**src/design/pfsa_pkg.sv**
```systemverilog
// Package for the page frame free-stack allocator.
// Holds payload structs, codes and the controller/datapath command types.
// No dependencies.
package pfsa_pkg;

	localparam int ADDR_W    = 64;
	localparam int RTYPE_W   = 32;
	localparam int KIND_W    = 2;
	localparam int STATUS_W  = 3;
	localparam int PAGES_W   = 13;
	localparam int CFG_IDX_W = 2;

	// item kinds
	localparam logic [KIND_W-1:0] KIND_ADD   = 2'd0;
	localparam logic [KIND_W-1:0] KIND_FREE  = 2'd1;
	localparam logic [KIND_W-1:0] KIND_ALLOC = 2'd2;

	// result status codes
	localparam logic [STATUS_W-1:0] ST_OK         = 3'd0;
	localparam logic [STATUS_W-1:0] ST_EMPTY      = 3'd1;
	localparam logic [STATUS_W-1:0] ST_MISALIGNED = 3'd2;
	localparam logic [STATUS_W-1:0] ST_RANGE      = 3'd3;
	localparam logic [STATUS_W-1:0] ST_FULL       = 3'd4;

	// config register indexes
	localparam logic [CFG_IDX_W-1:0] REG_VIRT_OFFSET = 2'd0;
	localparam logic [CFG_IDX_W-1:0] REG_KERNEL_END  = 2'd1;
	localparam logic [CFG_IDX_W-1:0] REG_MEMORY_END  = 2'd2;

	localparam logic [RTYPE_W-1:0] RTYPE_USABLE_RAM = 32'd1;

	typedef struct packed {
		logic [KIND_W-1:0]  kind;
		logic [ADDR_W-1:0]  address;
		logic [ADDR_W-1:0]  length;
		logic [RTYPE_W-1:0] region_type;
	} in_item_t;

	typedef struct packed {
		logic [STATUS_W-1:0] status;
		logic [ADDR_W-1:0]   page_vaddr;
		logic [PAGES_W-1:0]  pages_added;
	} out_item_t;

	typedef enum logic [3:0] {
		OP_NONE,
		OP_LOAD,    // capture item, virtual start
		OP_RANGE,   // virtual end, low clip
		OP_CLIP,    // high clip, first page
		OP_LIMIT,   // last page start, empty test
		OP_WALK,    // push one region page
		OP_FREE,    // check and push one page
		OP_POP,     // read top of stack
		OP_POPW     // form popped address
	} dp_op_t;

	typedef struct packed {
		dp_op_t op;
		logic   post;   // move result into output register
	} dp_cmd_t;

	typedef struct packed {
		logic [KIND_W-1:0] in_kind;
		logic              in_usable;
		logic              walk_done;
		logic              out_free;
	} dp_sts_t;

endpackage

```
**src/design/pfsa_ctrl.sv**
```systemverilog
// Controller for the page frame allocator: sequences one item at a time.
// Depends on pfsa_pkg; drives pfsa_dp through dp_cmd_t, reads dp_sts_t.
module pfsa_ctrl (
	input  logic              clk,
	input  logic              arst_n,
	input  logic              in_valid,
	output logic              in_stall,
	input  pfsa_pkg::dp_sts_t sts,
	output pfsa_pkg::dp_cmd_t cmd
);

	typedef enum logic [3:0] {
		S_IDLE,
		S_RANGE,
		S_CLIP,
		S_LIMIT,
		S_WALK,
		S_FREE,
		S_POP,
		S_POPW,
		S_DONE
	} state_t;

	state_t state_q;
	logic   can_take;
	logic   accept;

	assign can_take = (state_q == S_IDLE) || (state_q == S_DONE && sts.out_free);
	assign in_stall = !can_take;
	assign accept   = in_valid && can_take;

	always_comb begin
		cmd.post = (state_q == S_DONE) && sts.out_free;
		cmd.op   = pfsa_pkg::OP_NONE;
		case (state_q)
			S_IDLE, S_DONE: cmd.op = accept ? pfsa_pkg::OP_LOAD : pfsa_pkg::OP_NONE;
			S_RANGE:        cmd.op = pfsa_pkg::OP_RANGE;
			S_CLIP:         cmd.op = pfsa_pkg::OP_CLIP;
			S_LIMIT:        cmd.op = pfsa_pkg::OP_LIMIT;
			S_WALK:         cmd.op = pfsa_pkg::OP_WALK;
			S_FREE:         cmd.op = pfsa_pkg::OP_FREE;
			S_POP:          cmd.op = pfsa_pkg::OP_POP;
			S_POPW:         cmd.op = pfsa_pkg::OP_POPW;
			default:        cmd.op = pfsa_pkg::OP_NONE;
		endcase
	end

	always_ff @(posedge clk or negedge arst_n) begin
		if (!arst_n) begin
			state_q <= S_IDLE;
		end else begin
			case (state_q)
				S_IDLE, S_DONE: begin
					if (accept) begin
						case (sts.in_kind)
							pfsa_pkg::KIND_ADD:   state_q <= sts.in_usable ? S_RANGE : S_DONE;
							pfsa_pkg::KIND_FREE:  state_q <= S_FREE;
							pfsa_pkg::KIND_ALLOC: state_q <= S_POP;
							default:              state_q <= S_DONE;
						endcase
					end else if (state_q == S_DONE && sts.out_free) begin
						state_q <= S_IDLE;
					end
				end
				S_RANGE: state_q <= S_CLIP;
				S_CLIP:  state_q <= S_LIMIT;
				S_LIMIT: state_q <= S_WALK;
				S_WALK: begin
					if (sts.walk_done)
						state_q <= S_DONE;
				end
				S_FREE:  state_q <= S_DONE;
				S_POP:   state_q <= S_POPW;
				S_POPW:  state_q <= S_DONE;
				default: state_q <= S_IDLE;
			endcase
		end
	end

endmodule

```
**config.mk**
```make
export PLATFORM = sky130hd
export DESIGN_NAME = pfsa_ctrl
export DESIGN_NICKNAME = d
export VERILOG_FILES = /design/src/design/pfsa_pkg.sv /design/src/design/pfsa_ctrl.sv
export SDC_FILE = /design/constraint.sdc
export NUM_CORES = 1
export LEC_CHECK = 0
export ABC_AREA = 1
export ABC_CLOCK_PERIOD_IN_PS = 1400
export BUFFER_PORTS_ARGS = -buffer_cell sky130_fd_sc_hd__buf_2
export CAP_MARGIN = 20
export CORE_AREA = 2 2 39 41
export DETAILED_ROUTE_END_ITERATION = 12
export DIE_AREA = 0 0 41 43
export HOLD_SLACK_MARGIN = 0.08
export PLACE_DENSITY = 0.54
export SLEW_MARGIN = 30
export SYNTH_ARGS = -nofsm -noshare
export SYNTH_HDL_FRONTEND = slang
export SYNTH_SLANG_ARGS = --single-unit
```
**constraint.sdc**
```tcl
create_clock -name clk -period 1.4 [get_ports clk]
set_input_delay 0.28 -clock clk [delete_from_list [all_inputs] [get_ports clk]]
set_output_delay 0.28 -clock clk [all_outputs]
set_load 0.01 [all_outputs]
```
# Word level (Yosys, flattened, before mapping)
# Cells that the tools add are included.
# classes
n_eq_ne	12
mux	8
reduce_logical	9
# ops
op	n
$pmux 4 s8	1
$pmux 4 s7	1
$eq 4x3->1 const B	4
$mux 4	4
$pmux 4 s3	1
$eq 4x2->1 const B	2
$eq 4x1->1 const B	1
$eq 4x4->1 const B	1
$logic_not 4->1	1
$reduce_or 2->1	2
$ne 3x3->1 const B	1
$eq 2x1->1 const B	1
$eq 2x2->1 const B	1
$logic_and 1x1->1	2
$logic_not 2->1	1
$ne 2x2->1 const B	1
$reduce_and 2->1	1
$logic_not 1->1	1
$logic_or 1x1->1	1
$mux 1	1
# totals
reg_bits	4
inputBits	8

# Logic depth before layout (Yosys ltp)
# Gate-level depths: netlist of the first run.
# depth
ltp_word	6
depth_mapped	8
mapped_depth_nobuf	8

# Worst setup path before layout of the first run
# No wires, ideal clock.
# synth_timing
path_kind	reg2out
startpoint	reg state_q[1]
endpoint	out cmd[1] (netlist name)
arrival_time_ns	0.856
required_time_ns	1.120
path_slack_ns	0.264
stages_incl_launch_ff	4
path_buffers	0
cell_sequence	dfrtp_1 > nor2_4 > nand4_2 > nand3_1
# synth_lines
element	line_no	rtl
start: declaration	pfsa_ctrl.sv:24	state_t state_q;
start signal: assignment	pfsa_ctrl.sv:56	pfsa_pkg::KIND_ADD: state_q <= sts.in_usable ? S_RANGE : S_DONE;
end: declaration	pfsa_ctrl.sv:9	output pfsa_pkg::dp_cmd_t cmd

==> impl_metrics.toml, run 1 <==
[logic_synthesis]
synth-xor-area-share = 0
synthAdderAreaFrac = 0.06601
netlist_top_cells_area = "dfrtp_1 26%, nand2_1 15%, inv_1 11%"
synth_top_area_cell = "dfrtp_1"
synth_warnings = 0
syn-cell-area_sq_um = 379.1
synth.area.mux_share = 0
yosysSeqAreaShare = 0.2640
synth_compound_area_frac = 0.1386
async_flop_share = 1.000
yosys_register_bits = 4
syn-instance-count = 57
ys_types = 19
synth_top_family_by_area = "simple AND/OR/NAND/NOR gates"
synthFlopType = "dfrtp_1"
synth_most_common_cell = "nand2_1"
synth_edf_count = 0
synth-simple-area-share = 0.4026
synth_top_area_frac = 0.2640
synth_commonest_cells = "15 x nand2_1, 11 x inv_1, 4 x dfrtp_1, 4 x nand3_1"
avgSynthCellArea_sq_um = 6.651
synth_fp_nets = 67

[drt]
via_per_inst = 4.571
routedWlPerCell_um = 10.66
wl_mm = 1.045
drcViolationCount = 0
drtPass1Iterations = 4
drt-initial-drc-count = 7
vias = 448
drtAntennaViolNets = 0

[placed_design]
place_congestion = 0.6754
place.port_buffers = 13
place_ws_ns = 0.08308
dpl.hpwl_um = 712.3

[sta]
drv_slew = 0
relSlewSlack = 0.8138
setup_viol = 5
worst_slew_pin_slew_ns = 0.2749
finalCritPeriodShare = 1.083
period_minus_slack_ns = 1.516
hold_viol = 0
finClkSkew_ns = 0.0001259
layout_setup_ws_ns = -0.1155
rsz0062_at_grt = "true"
max_clock_freq_mhz = 659.8

[worst_setup_path]
crit_family = "flip-flops"
crit_path_end_kind = "output pin"
cp-start-kind = "flop"
arrival_ns = 1.24
critPathBufInv = 1
max_stage_delay_ns = 0.44
crit_required_ns = 1.12
slowest_stage = "dfrtp_2"
crit_fanout = 4
path_cells = "nor2_4 > nand4_4 > nand3_1 > buf_2"
critPathKind = "flop to output pin"

[die]
io_pins = 14
core_sq_um = 1384
initial_core_util = 0.2740
die_area_sq_um = 1763
die_y_um = 43
rows = 14
fp.dieW_um = 41

[final_layout]
layout.area.seq_sq_um = 102.6
drive_above_1_share = 0.5244
multiInputGateArea_sq_um = 280.3
finalNetCount = 94
largest_register_ffs = 4
largest_registers = "state_q: 4 flops"
utilization = 0.4467
largest-register = "state_q"
area_growth_syn_to_layout_pct = 63.04
fill_cells = 143
n_antenna_cell = 0

[pwr]
peakVddDrop_v = 0.0006803
power_density_nw_per_um2 = 1979
finalPower_uw = 1223
power_leakage_uw = 0.0003375

[clocking]
numCtsBuffers = 3
worst_skew_pair.late_latency_ns = 0.23
cts_htree_levels = 1
cts_root_buffer = "clkbuf_4"
cts_num_sinks = 4
clockBufferDepth = 2
cts_tree = "built"
clk_pin_slew_ns = 0.03

[grt]
grt_pass1_vias = 434
grt_remaining_overflow = 0
grt_pass1_wl_mm = 1.676
grt_max_degree = 6
grt_use_total = 0.1514
antenna_found_initial = 0

[min_path]
hp-class = "input port to flop"

[run]
drv_cap = 0

[status]
outcome = "finished with violations"
failed_checks = "negative setup slack"
==> through the flow <==
stage                     instances  cell area, sq um  hold WS (ns)  setup TNS, ns
after floorplan                  57             379.1      -0.01559              0
after detailed placement         86             464.2       0.08637              0
after global placement           86             464.2       0.08437              0
after CTS                        96             563.0        0.3694        -0.3016
final                            98             618.1        0.3719        -0.3806
after global routing             98             618.1        0.3994        -0.7027
==> power breakdown <==
part | internal, uW | switching, uW
Combinational | 401 | 449
Clock | 95.5 | 42.1
Sequential | 167 | 68.8
Total | 663 | 560
==> worst paths after layout <==
check	cells past startpoint	slack (ns)	end	from
worst max-delay path	4	-0.12	cmd[1]	state_q[1]$_DFFE_PN0P_
worst min-delay path	4	0.37	state_q[2]$_DFFE_PN0P_	sts[1]
worst max register to register	7	0.14	state_q[3]$_DFFE_PN0P_	state_q[1]$_DFFE_PN0P_
worst min register to register	2	0.58	state_q[3]$_DFFE_PN0P_	state_q[3]$_DFFE_PN0P_
max in group asynchronous	2	0.88	state_q[3]$_DFFE_PN0P_	arst_n
min in group asynchronous	2	0.40	state_q[2]$_DFFE_PN0P_	arst_n
==> placed cells by master, fill, tap and decap left out <==
master         instances
nand2_1               13
buf_2                 12
inv_1                  9
buf_4                  8
nor2_4                 4
nand3_1                4
inv_2                  3
nor2_2                 3
clkbuf_4               3
nand2_2                2
o21ai_0                2
ha_1                   2
dfrtp_1                2
dfrtp_2                2
nor3_2                 1
inv_4                  1
nand2_4                1
nor2_1                 1
nand4_4                1
o21bai_4               1
a21oi_1                1
o21a_1                 1
o311ai_1               1
a31oi_1                1
o211ai_1               1
dlygate4sd3_1          1
buf_6                  1
==> layout make-up <==
class	count	area share
multi-input cells	40	0.4534
repair buffers	22	0.2287
flip-flops and latches	4	0.1660
inverters	13	0.08300
clock buffers	3	0.03644
well taps	16	0.03239
==> repair_timing <==
item                                   4_1_cts  5_1_grt
cloned                                       0        0
hold buffers                                 1        0
buffers inserted                             6        2
gates resized for setup                      7        9
setup endpoints to repair                    6        6
endpoints found under the hold margin        4        0
pin swaps                                    4        5
==> metal layers <==
metal	share of wire	track usage	up-vias
met4	0.016	0.1333	0
met5	0	0	-
met2	0.60	0.2438	10
met1	0.35	0.1340	204
li1	-	-	232
met3	0.033	0.05759	2
==> logic make-up (layout without fill, tap and decap cells) <==
kind of cell / after synthesis / after routing
flops: 4 / 4
compound gates: 8 / 8
fa+ha+maj: 2 / 2
buf+inv: 13 / 38
simple gates: 30 / 30
==> worst register-to-register path, cell delays in order (launching register included) <==
cell and delay (ns):
dfrtp_2 0.44, nor2_4 0.21, nand2_4 0.09, buf_4 0.14, nor2_2 0.10, a21oi_1 0.07, nand2_1 0.05, nand2_1 0.05
No activity file was read; power rests on OpenSTA's default activity.
==> inputs of run 2 (changes only) <==
GPL_TIMING_DRIVEN = 0   (was default)
SLEW_MARGIN = 10   (was 30)
==> run 2 against run 1 <==
Compared with the run above:
- the flow still finishes with violations (negative setup slack)
- power fell by 0.15%
- design area fell by 1.2%
- sequential share of layout area rose by 0.20 points
- via count increased by 0.22%
- combinational power is 1% higher
- worst hold slack worse by 0.012 ns
- clock skew is 0.0013 ns higher
- clock-buffer cell count stayed put
- critical path type unchanged
- largest cell class unchanged
- largest power group unchanged
==> impl_metrics.toml, run 2 (same netlist as run 1, synthesis figures left out) <==
[status]
outcome = "finished with violations"
failed_checks = "negative setup slack"

[worst_setup_path]
crit_path_end_kind = "output pin"
critPathBufInv = 2
crit_required_ns = 1.12
reg2reg_to = "state_q[3]$_DFFE_PN0P_"
critPathKind = "flop to output pin"
worstReg2RegStart = "state_q[0]$_DFFE_PN0P_"
slowest_stage = "dfrtp_1"
arrival_ns = 1.23
max_stage_delay_ns = 0.41
path_cells = "nor2_4 > nand2_4 > nor2_4 > inv_1 > buf_2"
rrSetupSlack_ns = 0.12
crit_fanout = 4
reg2reg_depth = 9
crit_family = "flip-flops"
path_common_cell = "nor2_4"
cp-start-kind = "flop"

[drt]
drt-initial-drc-count = 11
drtPass1Iterations = 4
vias = 449
drcViolationCount = 0
via_per_inst = 4.535
routedWlPerCell_um = 9.929
wl_um = 983
drtAntennaViolNets = 0

[grt]
grt_pass1_vias = 397
antenna_found_initial = 0
grt_remaining_overflow = 0
grt_pass1_wl_mm = 1.400
grt_use_total = 0.1210
grt_max_degree = 6

[final_layout]
final_cell_mix = "14 x nand2_1, 13 x buf_2, 9 x inv_1, 9 x buf_4"
largest_registers = "state_q: 4 flops"
finalNetCount = 95
drive_above_1_share = 0.5060
fill_cells = 140
largest-register = "state_q"
largest_register_ffs = 4
multiInputGateArea_sq_um = 274.0
n_antenna_cell = 0
layout.area.seq_sq_um = 102.6
final_common_cell = "nand2_1"
area_growth_syn_to_layout_pct = 61.06

[pwr]
peakVddDrop_v = 0.0006174
p_seq_frac = 0.181
p_int_uw = 662.9
power.share.combinational = 0.705
netSwitchingFraction = 0.4574
power_leakage_uw = 0.0003398
power_density_nw_per_um2 = 2001
switchingPower_uw = 558.7
power_frac_clock = 0.114

[clocking]
cts_num_sinks = 4
cts_tree = "built"
clockBufferDepth = 2
numCtsBuffers = 3
clk_pin_slew_ns = 0.03
worst_skew_pair.late_latency_ns = 0.23
cts_htree_levels = 1
cts_root_buffer = "clkbuf_4"

[min_path]
min_to = "state_q[2]$_DFFE_PN0P_"
hold-path-cell-count = 4
hp-start = "sts[1]"
hp-class = "input port to flop"

[sta]
hold_viol = 0
relSlewSlack = 0.8229
drv_slew = 0
finClkSkew_ns = 0.001421
timing.hold.ws_ns = 0.3603
finalCritPeriodShare = 1.077
rsz0062_at_grt = "true"
setup_viol = 5
layout_setup_ws_ns = -0.1085
max_clock_freq_mhz = 662.9
period_minus_slack_ns = 1.508
worst_slew_pin_slew_ns = 0.2614
final.setup.tns_ns = -0.3029

[placed_design]
dpl.hpwl_um = 670.5
place_congestion = 0.7454
place.port_buffers = 13

[die]
die_y_um = 43
fp.dieW_um = 41
die_area_sq_um = 1763
io_pins = 14
initial_core_util = 0.2740
rows = 14
core_sq_um = 1384

[run]
drv_cap = 0
## run 2: cell count changes in the layout (fill, tap and decap cells not counted), sizes merged
cell | before | now
buf | 21 | 22
## run 2: routing by layer
metal / global-route usage / wire length [um]
met1: 0.1238 / 386
met2: 0.2000 / 562
met3: 0.03141 / 34
met4: 0.08000 / 0
met5: 0 / 0
## run 2: repair_timing
item,CTS,global route
gates resized for setup,10,3
endpoints found under the hold margin,4,0
hold buffers,1,0
buffers inserted,6,3
endpoints found under the setup margin,6,6
pin swaps,4,2
## run 2: worst max path at each step
stage	slack, ns	end	cells past startpoint	startpoint
after floorplan	0.26	cmd[1]	3	state_q[1]$_DFFE_PN0P_
after global placement	0.10	cmd[1]	4	state_q[1]$_DFFE_PN0P_
after detailed placement	0.12	cmd[1]	4	state_q[1]$_DFFE_PN0P_
after CTS	-0.07	in_stall	5	state_q[0]$_DFFE_PN0P_
after global routing	-0.16	in_stall	5	state_q[0]$_DFFE_PN0P_
final	-0.11	in_stall	5	state_q[0]$_DFFE_PN0P_
## run 2: worst register-to-register path, stage by stage, from the launching register on
cell,delay (ns)
dfrtp_1,0.41
nor2_4,0.21
nand2_4,0.09
nor2_4,0.08
buf_4,0.10
buf_4,0.09
nand3_1,0.06
nand2_1,0.06
nand2_1,0.05
nand2_1,0.05
## run 2: cell type report
type	instances	area share
multi-input cells	40	0.4488
repair buffers	23	0.2336
flip-flops and latches	4	0.1680
inverters	13	0.07992
clock buffers	3	0.03689
well taps	16	0.03279
## run 2: power by group through the flow
stage	Clock (uW)	Sequential, uW	Combinational (uW)
2_1_floorplan	0	213	403
3_3_place_gp	0	224	551
3_5_place_dp	0	224	550
4_1_cts	146	220	755
5_1_grt	157	230	937
6_report	139	222	861
## run 2: per-stage QoR
stage | worst slack [ns] | power (uW) | area [sq um] | util | instances
floorplan | 0.2642 | 616.4 | 379.1 | - | 57
global placement | 0.1018 | 775.1 | 464.2 | 0.3354 | 86
detailed placement | 0.1160 | 773.6 | 464.2 | 0.3354 | 86
CTS | -0.06545 | 1121 | 578.1 | 0.4177 | 96
global route | -0.1592 | 1324 | 610.6 | 0.4412 | 99
finish | -0.1085 | 1222 | 610.6 | 0.4412 | 99
==> inputs of run 3 (changes only) <==
SETUP_SLACK_MARGIN = 0.5   (was default)
==> run 3 against run 2 <==
Compared with the run above:
- register-to-register slack improved by 0.04 ns
- combinational power up 15%
- sequential share of layout area decreased by 2.3 points
- critical path depth unchanged
- sequential cell count unchanged
- power up 12%
- via count increased by 1.3%
- the run still ends with negative setup slack left
- global-route usage rose by 1.4 points
- design area is 16% higher
==> impl_metrics.toml, run 3 (same netlist as run 1, synthesis figures left out) <==
[status]
outcome = "finished with violations"
failed_checks = "negative setup slack"

[sta]
timing.hold.ws_ns = 0.3695
period_minus_slack_ns = 1.489
worst_slew_pin_slew_ns = 0.2163
finalCritPeriodShare = 1.064
rsz0062_at_grt = "true"
max_clock_freq_mhz = 671.4
finClkSkew_ns = 0.008978
layout_setup_ws_ns = -0.08937
final.setup.tns_ns = -0.2653
relSlewSlack = 0.8551
setup_viol = 5
hold_viol = 0
drv_slew = 0

[clocking]
numCtsBuffers = 3
clk_pin_slew_ns = 0.04
cts_htree_levels = 1
cts_tree = "built"
cts_num_sinks = 4
cts_root_buffer = "clkbuf_4"
worst_skew_pair.late_latency_ns = 0.24
clockBufferDepth = 2

[worst_setup_path]
crit_required_ns = 1.12
critPathKind = "flop to output pin"
startpoint = "state_q[0]$_DFFE_PN0P_"
arrival_ns = 1.21
crit_path_end_kind = "output pin"
cp-start-kind = "flop"
worstReg2RegStart = "state_q[0]$_DFFE_PN0P_"
crit_fanout = 4

[grt]
grt_pass1_wl_mm = 1.587
grt_max_degree = 6
grt_pass1_vias = 400
antenna_found_initial = 0
grt_remaining_overflow = 0
grt_use_total = 0.1349

[pwr]
power_density_nw_per_um2 = 1936
power_leakage_uw = 0.0003604
peakVddDrop_v = 0.0005237

[final_layout]
final_common_cell = "nand2_1"
drive_above_1_share = 0.6429
utilization = 0.5099
finalNetCount = 95
largest-register = "state_q"
area_growth_syn_to_layout_pct = 86.14
final_cell_mix = "13 x nand2_1, 11 x buf_2, 7 x buf_4"
n_antenna_cell = 0
largest_register_ffs = 4
largest_registers = "state_q: 4 flops"
finalNonFillerCells = 100
fin_area_sq_um = 705.7

[drt]
drcViolationCount = 0
via_per_inst = 4.550
routedWlPerCell_um = 9.680
drtAntennaViolNets = 0
vias = 455
wl_um = 968
drtPass1Iterations = 4
drt-initial-drc-count = 6

[die]
initial_core_util = 0.2740
die_y_um = 43
rows = 14
io_pins = 14
core_sq_um = 1384
die_area_sq_um = 1763
fp.dieW_um = 41

[placed_design]
place_inst = 86
place_congestion = 0.7503
dpl.hpwl_um = 722.6
place.port_buffers = 13
dpl_cell_area_sq_um = 514.2

[min_path]
hp-class = "input port to async pin"

[run]
drv_cap = 0
==> run 3: changes by cell type in the layout (fill, tap and decap cells not counted), sizes merged <==
| cell | change |
|---|---|
| clkbuf | +1 |
==> run 3: worst max-delay path: stages (launching register included) <==
cell and delay, ns:
dfrtp_1 0.42, nor2_4 0.21, nand2_4 0.09, nor2_4 0.09, inv_1 0.04, buf_2 0.13
==> run 3: routing by layer <==
layer	part of all wire	GRT usage
met5	0	0
met3	0.034	0.03141
met1	0.41	0.1591
met2	0.55	0.2094
met4	0	0.08000
==> run 3: final cells by class <==
class | instances | area [sq um]
clock buffer | 4 | 26.28
fill | 140 | 678.2
inverter | 13 | 63.81
multi-input combinational | 40 | 321.6
sequential | 4 | 102.6
tap | 16 | 20.02
timing repair buffer | 23 | 171.4
==> run 3: worst paths after layout <==
| kind | to | cells past startpoint | slack (ns) |
|---|---|---|---|
| max in group asynchronous | state_q[3]$_DFFE_PN0P_ | 2 | 0.90 |
| hold / removal | state_q[0]$_DFFE_PN0P_ | 2 | 0.37 |
| setup / recovery | in_stall | 5 | -0.09 |
| min in group clk | state_q[1]$_DFFE_PN0P_ | 3 | 0.38 |
| hold reg to reg | state_q[1]$_DFFE_PN0P_ | 3 | 0.62 |
| setup reg to reg | state_q[3]$_DFFE_PN0P_ | 8 | 0.16 |
==> run 3: metrics by stage <==
stage / worst slack (ns) / total power [uW]
2_1_floorplan: 0.2880 / 667.0
3_3_place_gp: 0.1072 / 831.3
3_5_place_dp: 0.08474 / 838.8
4_1_cts: -0.1286 / 1265
5_1_grt: -0.1621 / 1486
6_report: -0.08937 / 1366
==> run 3: timing repair <==
| action | in CTS | in global routing |
|---|---|---|
| hold buffers | 1 | 0 |
| buffers inserted | 5 | 4 |
| gates resized for setup | 12 | 6 |
| pin swaps | 7 | 6 |
| hold endpoints to repair | 4 | 0 |
| setup endpoints to repair | 10 | 10 |
==> run 3: where the power goes <==
part | switching, uW | leakage [uW] | internal [uW]
Clock | 47.5 | 0.0000150 | 107
Combinational | 506 | 0.000296 | 483
Sequential | 56.1 | 0.0000491 | 167
Total | 610 | 0.000360 | 756
